==> src/sv/spc_pkg.sv <==
package spc_pkg;

	// configuration port
	localparam int CFG_IDX_W  = 3;
	localparam int CFG_DATA_W = 16;

	localparam logic [CFG_IDX_W-1:0] CFG_DEBOUNCE = 3'd0;
	localparam logic [CFG_IDX_W-1:0] CFG_BAR4     = 3'd1;
	localparam logic [CFG_IDX_W-1:0] CFG_BAR3     = 3'd2;
	localparam logic [CFG_IDX_W-1:0] CFG_BAR2     = 3'd3;
	localparam logic [CFG_IDX_W-1:0] CFG_BAR1     = 3'd4;

	// register reset values
	localparam logic [15:0] DEBOUNCE_RST = 16'd40;
	localparam logic [7:0]  BAR4_RST     = 8'd40;
	localparam logic [7:0]  BAR3_RST     = 8'd55;
	localparam logic [7:0]  BAR2_RST     = 8'd70;
	localparam logic [7:0]  BAR1_RST     = 8'd80;

	// mode switch codes
	localparam logic [1:0] MODE_AP     = 2'd0;
	localparam logic [1:0] MODE_STA    = 2'd1;
	localparam logic [1:0] MODE_GROUP  = 2'd2;
	localparam logic [1:0] MODE_UNUSED = 2'd3;

	// bar counts
	localparam logic [2:0] BARS_NONE = 3'd0;
	localparam logic [2:0] BARS_ONE  = 3'd1;
	localparam logic [2:0] BARS_TWO  = 3'd2;
	localparam logic [2:0] BARS_THREE = 3'd3;
	localparam logic [2:0] BARS_FOUR = 3'd4;

	// button levels
	localparam logic BTN_PRESSED  = 1'b0;
	localparam logic BTN_RELEASED = 1'b1;

	typedef struct packed {
		logic [15:0] debounce_ms;
		logic [7:0]  bar4_limit;
		logic [7:0]  bar3_limit;
		logic [7:0]  bar2_limit;
		logic [7:0]  bar1_limit;
	} cfg_t;

	typedef struct packed {
		logic [2:0] bar_count;
		logic       pairing_on;
		logic       press_seen;
		logic [1:0] active_mode;
		logic       reconfigure;
	} panel_t;

endpackage

==> src/sv/status_panel_controller.sv <==
// A result beat shows on out_valid once its poll has passed the input register, stages 2 and 3
// and the output register. Throughput: one poll per cycle unless out_ready stalls a full pipeline;
// button, switch and bar logic are combinational, the blink phase (now_ms / BLINK_HALF_MS) takes
// a reciprocal multiply and a back-multiply. Every stage holds independently, so input is still
// taken while a result waits. Reset (arst_n low, asynchronous): pipeline empty, config at defaults,
// button released, pairing and press mark clear, mode access point, switch not yet seen.
module status_panel_controller import spc_pkg::*; #(
	parameter int BLINK_HALF_MS = 150
) (
	input  logic                  clk,
	input  logic                  arst_n,
	// config write channel
	input  logic                  cfg_valid,
	output logic                  cfg_ready,
	input  logic [CFG_IDX_W-1:0]  cfg_index,
	input  logic [CFG_DATA_W-1:0] cfg_data,
	// poll channel
	input  logic                  in_valid,
	output logic                  in_ready,
	input  logic [31:0]           now_ms,
	input  logic                  button_level,
	input  logic [1:0]            switch_mode,
	input  logic                  link_connected,
	input  logic [7:0]            station_count,
	input  logic signed [7:0]     signal_dbm,
	// result channel
	output logic                  out_valid,
	input  logic                  out_ready,
	output logic [2:0]            bar_count,
	output logic                  link_led,
	output logic                  pairing_on,
	output logic                  press_seen,
	output logic [1:0]            active_mode,
	output logic                  reconfigure
);

	cfg_t   cfg;
	panel_t panel;

	// stage 1: input register
	logic        v_s1;
	logic [31:0] now_s1;
	logic        btn_s1;
	logic [1:0]  sw_s1;
	logic        link_s1;
	logic [7:0]  sta_s1;
	logic [7:0]  sig_s1;

	// stages 2 and 3 carry panel result while the blink phase resolves
	logic   v_s2;
	panel_t panel_s2;
	logic   link_s2;
	logic   v_s3;
	panel_t panel_s3;
	logic   link_s3;

	// stage 4: output register
	logic   v_s4;
	panel_t panel_s4;
	logic   led_s4;

	logic load_s1;
	logic load_s2;
	logic load_s3;
	logic load_s4;
	logic blink;

	// per-stage hold: a stage loads when its source is full and it is empty or draining
	assign load_s4  = v_s3 && (!v_s4 || out_ready);
	assign load_s3  = v_s2 && (!v_s3 || load_s4);
	assign load_s2  = v_s1 && (!v_s2 || load_s3);
	assign in_ready = !v_s1 || load_s2;
	assign load_s1  = in_valid && in_ready;

	// config is always writable; the user must write it only while idle, the block does not enforce it
	assign cfg_ready = 1'b1;

	spc_cfg u_cfg (
		.clk      (clk),
		.arst_n   (arst_n),
		.wr_en    (cfg_valid),
		.wr_index (cfg_index),
		.wr_data  (cfg_data),
		.cfg      (cfg)
	);

	always_ff @(posedge clk or negedge arst_n) begin
		if (!arst_n) begin
			v_s1 <= 1'b0;
			v_s2 <= 1'b0;
			v_s3 <= 1'b0;
			v_s4 <= 1'b0;
		end else begin
			if (load_s1)      v_s1 <= 1'b1;
			else if (load_s2) v_s1 <= 1'b0;
			if (load_s2)      v_s2 <= 1'b1;
			else if (load_s3) v_s2 <= 1'b0;
			if (load_s3)      v_s3 <= 1'b1;
			else if (load_s4) v_s3 <= 1'b0;
			if (load_s4)      v_s4 <= 1'b1;
			else if (out_ready) v_s4 <= 1'b0;
		end
	end

	always_ff @(posedge clk) begin
		if (load_s1) begin
			now_s1  <= now_ms;
			btn_s1  <= button_level;
			sw_s1   <= switch_mode;
			link_s1 <= link_connected;
			sta_s1  <= station_count;
			sig_s1  <= signal_dbm;
		end
	end

	// panel state commits exactly once per poll, as it leaves stage 1
	spc_panel u_panel (
		.clk            (clk),
		.arst_n         (arst_n),
		.commit         (load_s2),
		.cfg            (cfg),
		.now_ms         (now_s1),
		.button_level   (btn_s1),
		.switch_mode    (sw_s1),
		.link_connected (link_s1),
		.station_count  (sta_s1),
		.signal_dbm     (sig_s1),
		.res            (panel)
	);

	spc_blink #(
		.BLINK_HALF_MS (BLINK_HALF_MS)
	) u_blink (
		.clk    (clk),
		.en_s2  (load_s2),
		.en_s3  (load_s3),
		.now_ms (now_s1),
		.blink  (blink)
	);

	always_ff @(posedge clk) begin
		if (load_s2) begin
			panel_s2 <= panel;
			link_s2  <= link_s1;
		end
		if (load_s3) begin
			panel_s3 <= panel_s2;
			link_s3  <= link_s2;
		end
		if (load_s4) begin
			panel_s4 <= panel_s3;
			// LED blinks while pairing, else follows the link
			led_s4   <= panel_s3.pairing_on ? blink : link_s3;
		end
	end

	assign out_valid   = v_s4;
	assign bar_count   = panel_s4.bar_count;
	assign link_led    = led_s4;
	assign pairing_on  = panel_s4.pairing_on;
	assign press_seen  = panel_s4.press_seen;
	assign active_mode = panel_s4.active_mode;
	assign reconfigure = panel_s4.reconfigure;

`ifndef SYNTHESIS
	a_ready_blocked_only_when_full: assert property (@(posedge clk) disable iff (!arst_n)
		!in_ready |-> v_s1)
		else $error("in_ready low with empty input stage");

	a_mode_valid: assert property (@(posedge clk) disable iff (!arst_n)
		out_valid |-> active_mode != MODE_UNUSED)
		else $error("unused mode stored");

	a_bar_range: assert property (@(posedge clk) disable iff (!arst_n)
		out_valid |-> bar_count <= BARS_FOUR)
		else $error("bar count out of range");

	a_led_follows_link: assert property (@(posedge clk) disable iff (!arst_n)
		out_valid && !pairing_on && bar_count != BARS_NONE |-> link_led)
		else $error("bars lit with link LED off outside pairing");
`endif

endmodule

==> src/sv/spc_cfg.sv <==
module spc_cfg import spc_pkg::*; (
	input  logic                  clk,
	input  logic                  arst_n,
	input  logic                  wr_en,
	input  logic [CFG_IDX_W-1:0]  wr_index,
	input  logic [CFG_DATA_W-1:0] wr_data,
	output cfg_t                  cfg
);

	cfg_t cfg_q;

	always_ff @(posedge clk or negedge arst_n) begin
		if (!arst_n) begin
			cfg_q.debounce_ms <= DEBOUNCE_RST;
			cfg_q.bar4_limit  <= BAR4_RST;
			cfg_q.bar3_limit  <= BAR3_RST;
			cfg_q.bar2_limit  <= BAR2_RST;
			cfg_q.bar1_limit  <= BAR1_RST;
		end else if (wr_en) begin
			unique case (wr_index)
				CFG_DEBOUNCE: cfg_q.debounce_ms <= wr_data;
				CFG_BAR4:     cfg_q.bar4_limit  <= wr_data[7:0];
				CFG_BAR3:     cfg_q.bar3_limit  <= wr_data[7:0];
				CFG_BAR2:     cfg_q.bar2_limit  <= wr_data[7:0];
				CFG_BAR1:     cfg_q.bar1_limit  <= wr_data[7:0];
				default: ;	// unknown index: dropped
			endcase
		end
	end

	assign cfg = cfg_q;

endmodule

==> src/sv/spc_panel.sv <==
module spc_panel import spc_pkg::*; (
	input  logic        clk,
	input  logic        arst_n,
	input  logic        commit,
	input  cfg_t        cfg,
	input  logic [31:0] now_ms,
	input  logic        button_level,
	input  logic [1:0]  switch_mode,
	input  logic        link_connected,
	input  logic [7:0]  station_count,
	input  logic [7:0]  signal_dbm,
	output panel_t      res
);

	logic        raw_last_q;
	logic [31:0] stable_since_q;
	logic        debounced_q;
	logic        pairing_q;
	logic        press_q;
	logic [1:0]  switch_last_q;
	logic        switch_seen_q;
	logic [1:0]  mode_q;

	logic        level_moved;
	logic [31:0] held_ms;
	logic        accept_level;
	logic        press_evt;
	logic        switch_chg;
	logic        mode_upd;
	logic [1:0]  mode_nxt;
	logic [7:0]  loss_mag;
	logic [2:0]  sig_bars;
	logic [2:0]  bars;

	// debounce: signed elapsed time, negative never accepts
	assign level_moved  = button_level != raw_last_q;
	assign held_ms      = now_ms - stable_since_q;
	assign accept_level = !level_moved && !held_ms[31]
		&& (held_ms >= {16'd0, cfg.debounce_ms}) && (button_level != debounced_q);
	assign press_evt    = accept_level && (button_level == BTN_PRESSED);

	// first poll after reset always counts as a switch change
	assign switch_chg = !switch_seen_q || (switch_mode != switch_last_q);
	assign mode_upd   = switch_chg && (switch_mode != MODE_UNUSED) && (switch_mode != mode_q);
	assign mode_nxt   = mode_upd ? switch_mode : mode_q;

	// -128 negates to 0x80, read unsigned as 128
	assign loss_mag = signal_dbm[7] ? (~signal_dbm + 8'd1) : 8'd0;

	always_comb begin
		priority if (loss_mag <= cfg.bar4_limit) sig_bars = BARS_FOUR;
		else if (loss_mag <= cfg.bar3_limit)     sig_bars = BARS_THREE;
		else if (loss_mag <= cfg.bar2_limit)     sig_bars = BARS_TWO;
		else if (loss_mag <= cfg.bar1_limit)     sig_bars = BARS_ONE;
		else                                     sig_bars = BARS_NONE;
	end

	always_comb begin
		if (!link_connected)
			bars = BARS_NONE;
		else if (mode_nxt == MODE_AP)
			bars = (station_count != 8'd0) ? BARS_TWO : BARS_NONE;
		else
			bars = sig_bars;
	end

	always_ff @(posedge clk or negedge arst_n) begin
		if (!arst_n) begin
			raw_last_q     <= BTN_RELEASED;
			stable_since_q <= 32'd0;
			debounced_q    <= BTN_RELEASED;
			pairing_q      <= 1'b0;
			press_q        <= 1'b0;
			switch_last_q  <= MODE_AP;
			switch_seen_q  <= 1'b0;
			mode_q         <= MODE_AP;
		end else if (commit) begin
			if (level_moved) begin
				raw_last_q     <= button_level;
				stable_since_q <= now_ms;
			end
			if (accept_level)
				debounced_q <= button_level;
			if (press_evt) begin
				pairing_q <= ~pairing_q;
				press_q   <= 1'b1;
			end
			if (switch_chg) begin
				switch_seen_q <= 1'b1;
				switch_last_q <= switch_mode;
			end
			mode_q <= mode_nxt;
		end
	end

	assign res.bar_count   = bars;
	assign res.pairing_on  = pairing_q ^ press_evt;
	assign res.press_seen  = press_q | press_evt;
	assign res.active_mode = mode_nxt;
	assign res.reconfigure = mode_upd;

endmodule

==> src/sv/spc_blink.sv <==
module spc_blink #(
	parameter int BLINK_HALF_MS = 150
) (
	input  logic        clk,
	input  logic        en_s2,
	input  logic        en_s3,
	input  logic [31:0] now_ms,
	output logic        blink
);

	// q = now / BLINK_HALF_MS: reciprocal estimate is low by at most two
	localparam logic [63:0] RECIP_W = 64'h0000_0000_FFFF_FFFF / 64'(BLINK_HALF_MS);
	localparam logic [31:0] RECIP   = RECIP_W[31:0];
	localparam logic [15:0] DIV     = 16'(BLINK_HALF_MS);
	localparam logic [31:0] DIV_X1  = 32'(BLINK_HALF_MS);
	localparam logic [31:0] DIV_X2  = 32'(2 * BLINK_HALF_MS);

	logic [63:0] recip_prod;
	logic [31:0] qest_s2;
	logic [31:0] now_s2;
	logic [47:0] back_prod;
	logic [31:0] qd_s3;
	logic [31:0] now_s3;
	logic        qlsb_s3;
	logic [31:0] rem;

	assign recip_prod = now_ms * RECIP;

	always_ff @(posedge clk) begin
		if (en_s2) begin
			qest_s2 <= recip_prod[63:32];
			now_s2  <= now_ms;
		end
	end

	assign back_prod = qest_s2 * DIV;

	always_ff @(posedge clk) begin
		if (en_s3) begin
			qd_s3   <= back_prod[31:0];
			now_s3  <= now_s2;
			qlsb_s3 <= qest_s2[0];
		end
	end

	// rem < 3*DIV; one correction flips bit 0, two leave it
	assign rem   = now_s3 - qd_s3;
	assign blink = qlsb_s3 ^ ((rem >= DIV_X1) && (rem < DIV_X2));

endmodule

==> config.mk <==
export PLATFORM = sky130hd
export DESIGN_NAME = status_panel_controller
export DESIGN_NICKNAME = d
export VERILOG_FILES = /design/src/sv/spc_pkg.sv /design/src/sv/status_panel_controller.sv /design/src/sv/spc_cfg.sv /design/src/sv/spc_panel.sv /design/src/sv/spc_blink.sv
export SDC_FILE = /design/constraint.sdc
export NUM_CORES = 1
export LEC_CHECK = 0
export BUFFER_PORTS_ARGS = -buffer_cell sky130_fd_sc_hd__buf_2
export CAP_MARGIN = 20
export CORE_MARGIN = 1.5
export CORE_UTILIZATION = 60
export CTS_CLUSTER_SIZE = 28
export DETAILED_ROUTE_END_ITERATION = 10
export PLACE_DENSITY = 0.85
export SLEW_MARGIN = 20
export SYNTH_ARGS = -nofsm -noshare
export SYNTH_HDL_FRONTEND = slang
export SYNTH_SLANG_ARGS = --single-unit
==> constraint.sdc <==
create_clock -name clk -period 10.06 [get_ports clk]
set_clock_uncertainty 0.15 [all_clocks]
set_input_delay 2.012 -clock clk [delete_from_list [all_inputs] [get_ports clk]]
set_output_delay 2.012 -clock clk [all_outputs]
set_load 0.005 [all_outputs]
==> impl_metrics.toml <==
[outcome]
status = "complete, no violations"

[clock_tree]
post-cts-setup-buffer-count = 0
cts_tree = "done"
worst_skew_pair.late_latency_ns = 0.57
clkTransAtPathRegs_ns = 0.06
cts_resized = 0
h-tree-depth = 2
clockBufferDepth = 3
cts_sinks = 290
hold_buffers = 0
cts_buffers = 36
root_buffer = "clkbuf_16"

[critical_path]
cp_top_family = "adder cells"
cpMostUsedCell = "fa_1"
critical-path-max-stage-delay_ns = 0.80
cp-end-kind = "flip-flop"
start_kind = "flip-flop"
path_max_fanout = 13
slowest_stage = "edfxtp_1"
setup.worst_path.class = "reg -> reg"
cp.required_ns = 10.20
worstPathCellList = "inv_1 > fa_1 > fa_1 > fa_1 > inv_1 > fa_1 > fa_1 > fa_1 > inv_1 > fa_1 > inv_1 > ha_1 > a21oi_1 > nor2_1 > o21ai_0 > o2111ai_1 > a211oi_1 > o21ai_0 > a41o_1 > a21oi_1 > nor2b_1 > o21ai_0 > a21boi_0"
worstPathArrival_ns = 8.59
cp_num_buf_inv = 4

[layout]
area_growth_syn_to_layout_pct = 7.85
nets = 4088
fillers = 3760
final_layout_size_suffix_gt1_share_pct = 6.82
diodes = 0

[synthesis]
synth_top_area_cell = "fa_1"
yosys.cell_types.count = 82
synth_enable_flop_cells = 197
yosysWarnings = 0
synth_top_cell_area_share_pct = 23.3
syn_nets = 3973
synth-async-reset-ratio_pct = 32.1
synth_top_flop_cell = "edfxtp_1"
synthTopCellsByArea = "fa_1, ha_1, edfxtp_1"
syn_avg_cell_area_sq_um = 10.4
yosysSeqAreaShare_pct = 26.2
syn_area_sq_um = 31500
ys_ff_latch = 290
synth_cells = 3024

[placement]
gp_congestion = 0.977
io_buffer_count = 86
dp_hpwl_microns = 59800

[floorplanning]
row_count = 83
start_util_pct = 61.1
die_h_microns = 232
dieArea_sq_um = 53900
die_width_microns = 232
ioPinCount = 88
fp.coreArea_sq_um = 51600

[grt]
grt_max_degree = 74
grt_pass1_wl_microns = 123000
grt_pass1_vias = 23500
grt_overflow_total = 0
globalRouteTotalUtil_pct = 29.6
antenna_found_initial = 1

[detailed_routing]
vias_per_cell = 5.73
drt-total-wl_microns = 76200
vias = 22000
drt-initial-drc-count = 1752
post_drt_wl_per_cell_microns = 19.8
ant_nets = 0
drc_errors = 0
dr.pass1.iters = 7

[sta]
rsz0062_at_grt = "no"
fmax_ghz = 0.118
tightest_slew_ns = 1.14
drv_slew = 0
setup_tns_ns = 0
setup_viol = 0
period_needed_ns = 8.45
slew_headroom_pct = 23.8
period_share_pct = 84.0
hold_violations = 0

[min_path]
hp-class = "reg -> reg"

[flow_run]
cap_violations = 0
## stage by stage
step	area (sq um)	cells	hold slack, ns	utilization (%)	setup slack [ns]
2_1_floorplan	31500	3024	0.250	-	2.96
3_3_place_gp	32800	3781	0.251	63.6	1.91
3_5_place_dp	32800	3781	0.255	63.6	1.77
4_1_cts	34000	3847	0.268	65.8	1.73
5_1_grt	34000	3847	0.277	65.8	1.32
6_report	34000	3847	0.269	65.8	1.61
## metal layers
| metal | vias up | wire length, microns | track usage [%] |
|---|---|---|---|
| met4 | 0 | 3030 | 10.9 |
| met2 | 849 | 36000 | 49.5 |
| li1 | 10200 | - | - |
| met3 | 200 | 6450 | 6.78 |
| met5 | - | 0 | 0 |
| met1 | 10800 | 30700 | 37.6 |
## final timing paths
kind	start	endpoint	slack, ns	cells past startpoint
setup reg to reg	now_s1[20]$_DFFE_PP_	u_blink.qest_s2[20]$_DFFE_PP_	1.61	23
hold reg to reg	u_blink.now_s2[2]$_DFFE_PP_	u_blink.now_s3[2]$_DFFE_PP_	0.27	0
max in group asynchronous	arst_n	u_panel.stable_since_q[18]$_DFFE_PN0P_	7.32	2
hold / removal	u_blink.now_s2[2]$_DFFE_PP_	u_blink.now_s3[2]$_DFFE_PP_	0.27	0
min in group asynchronous	arst_n	u_cfg.cfg[3]$_DFFE_PN0P_	1.32	1
setup / recovery	now_s1[20]$_DFFE_PP_	u_blink.qest_s2[20]$_DFFE_PP_	1.61	23
## Yosys cell counts, drive strengths merged, types with 8 or more instances
library cell and count:
inv 726, ha 507, fa 366, edfxtp 197, o21ai 166, nand2 164
a21oi 125, dfrtp 77, nor2 77, a21o 72, xnor2 65, xor2 41
nand3 30, nor2b 29, o21a 28, nor3 26, clkbuf 24, nand4 22
a211oi 20, nand2b 20, o21bai 19, and3 16, dfstp 16, a31oi 15
mux2 15, and2 12, o211ai 11, buf 9, nor4 8, or3 8
## registers in the layout (all words and copies together), names as in the netlist, 2 cells and up
register and cells:
u_blink.qd_s3 31, sig_s1 8, u_panel.switch_last_q 2, bar_count 3, u_panel.mode_q 2, panel_s3 8
panel_s2 8, active_mode 2, u_blink.now_s3 31, u_panel.stable_since_q 32, now_s1 32, u_blink.qest_s2 25
sta_s1 8, sw_s1 2, u_blink.now_s2 31, u_cfg.cfg 48
## cells in the final DEF, fill, tap and decap left out, types with 7 or more instances in the layout
master     Yosys  layout
xnor2_1       65      65
nand4_1       22      22
nor2_1        76      76
buf_2          4      85
and2_1        12      10
nor4_1         8       8
nor3_1        26      26
clkbuf_16      0      36
inv_1        726     726
xor2_1        41      41
ha_1         507     507
dfstp_2       16      16
edfxtp_1     197     197
o21ai_0      164     164
nand2_1      164     163
o211ai_1      11      11
nor2b_1       29      29
fa_1         366     366
dfrtp_1       77      77
o21bai_1      19      19
nand2b_1      20      20
and3_1        16      16
o21a_1        28      28
clkbuf_1      23      12
o31a_1         7       7
mux2_2        15      15
nand3_1       30      30
o31ai_1        7       7
or3_1          8       8
a21o_1        72      72
a21oi_1      125     125
a211oi_1      19      19
a31oi_1       15      15
buf_4          3      25
## cell families (layout without fill, tap and decap cells)
group,Yosys count,in the layout,synth area share (%)
flip-flops,290,290,26.2
adder cells (fa/ha/maj),873,873,43.4
XOR/XNOR,106,106,2.95
AO/OA/AOI/OAI,539,539,10.9
AND/OR/NAND/NOR,437,437,6.71
buffers and inverters,760,903,9.16
multiplexers,18,18,0.631
other,1,1,0.0119
## area by class of cell
type | instances | area (sq um) | area share (%)
well taps | 680 | 851 | 2.50
flip-flops and latches | 290 | 8260 | 24.3
clock inverters | 15 | 169 | 0.497
clock buffers | 51 | 987 | 2.90
repair buffers | 110 | 613 | 1.80
multi-input cells | 1974 | 20400 | 59.9
inverters | 727 | 2730 | 8.03
Power is not shown: default switching activity piles up to over one toggle a cycle in this logic, so the estimate is an artifact.
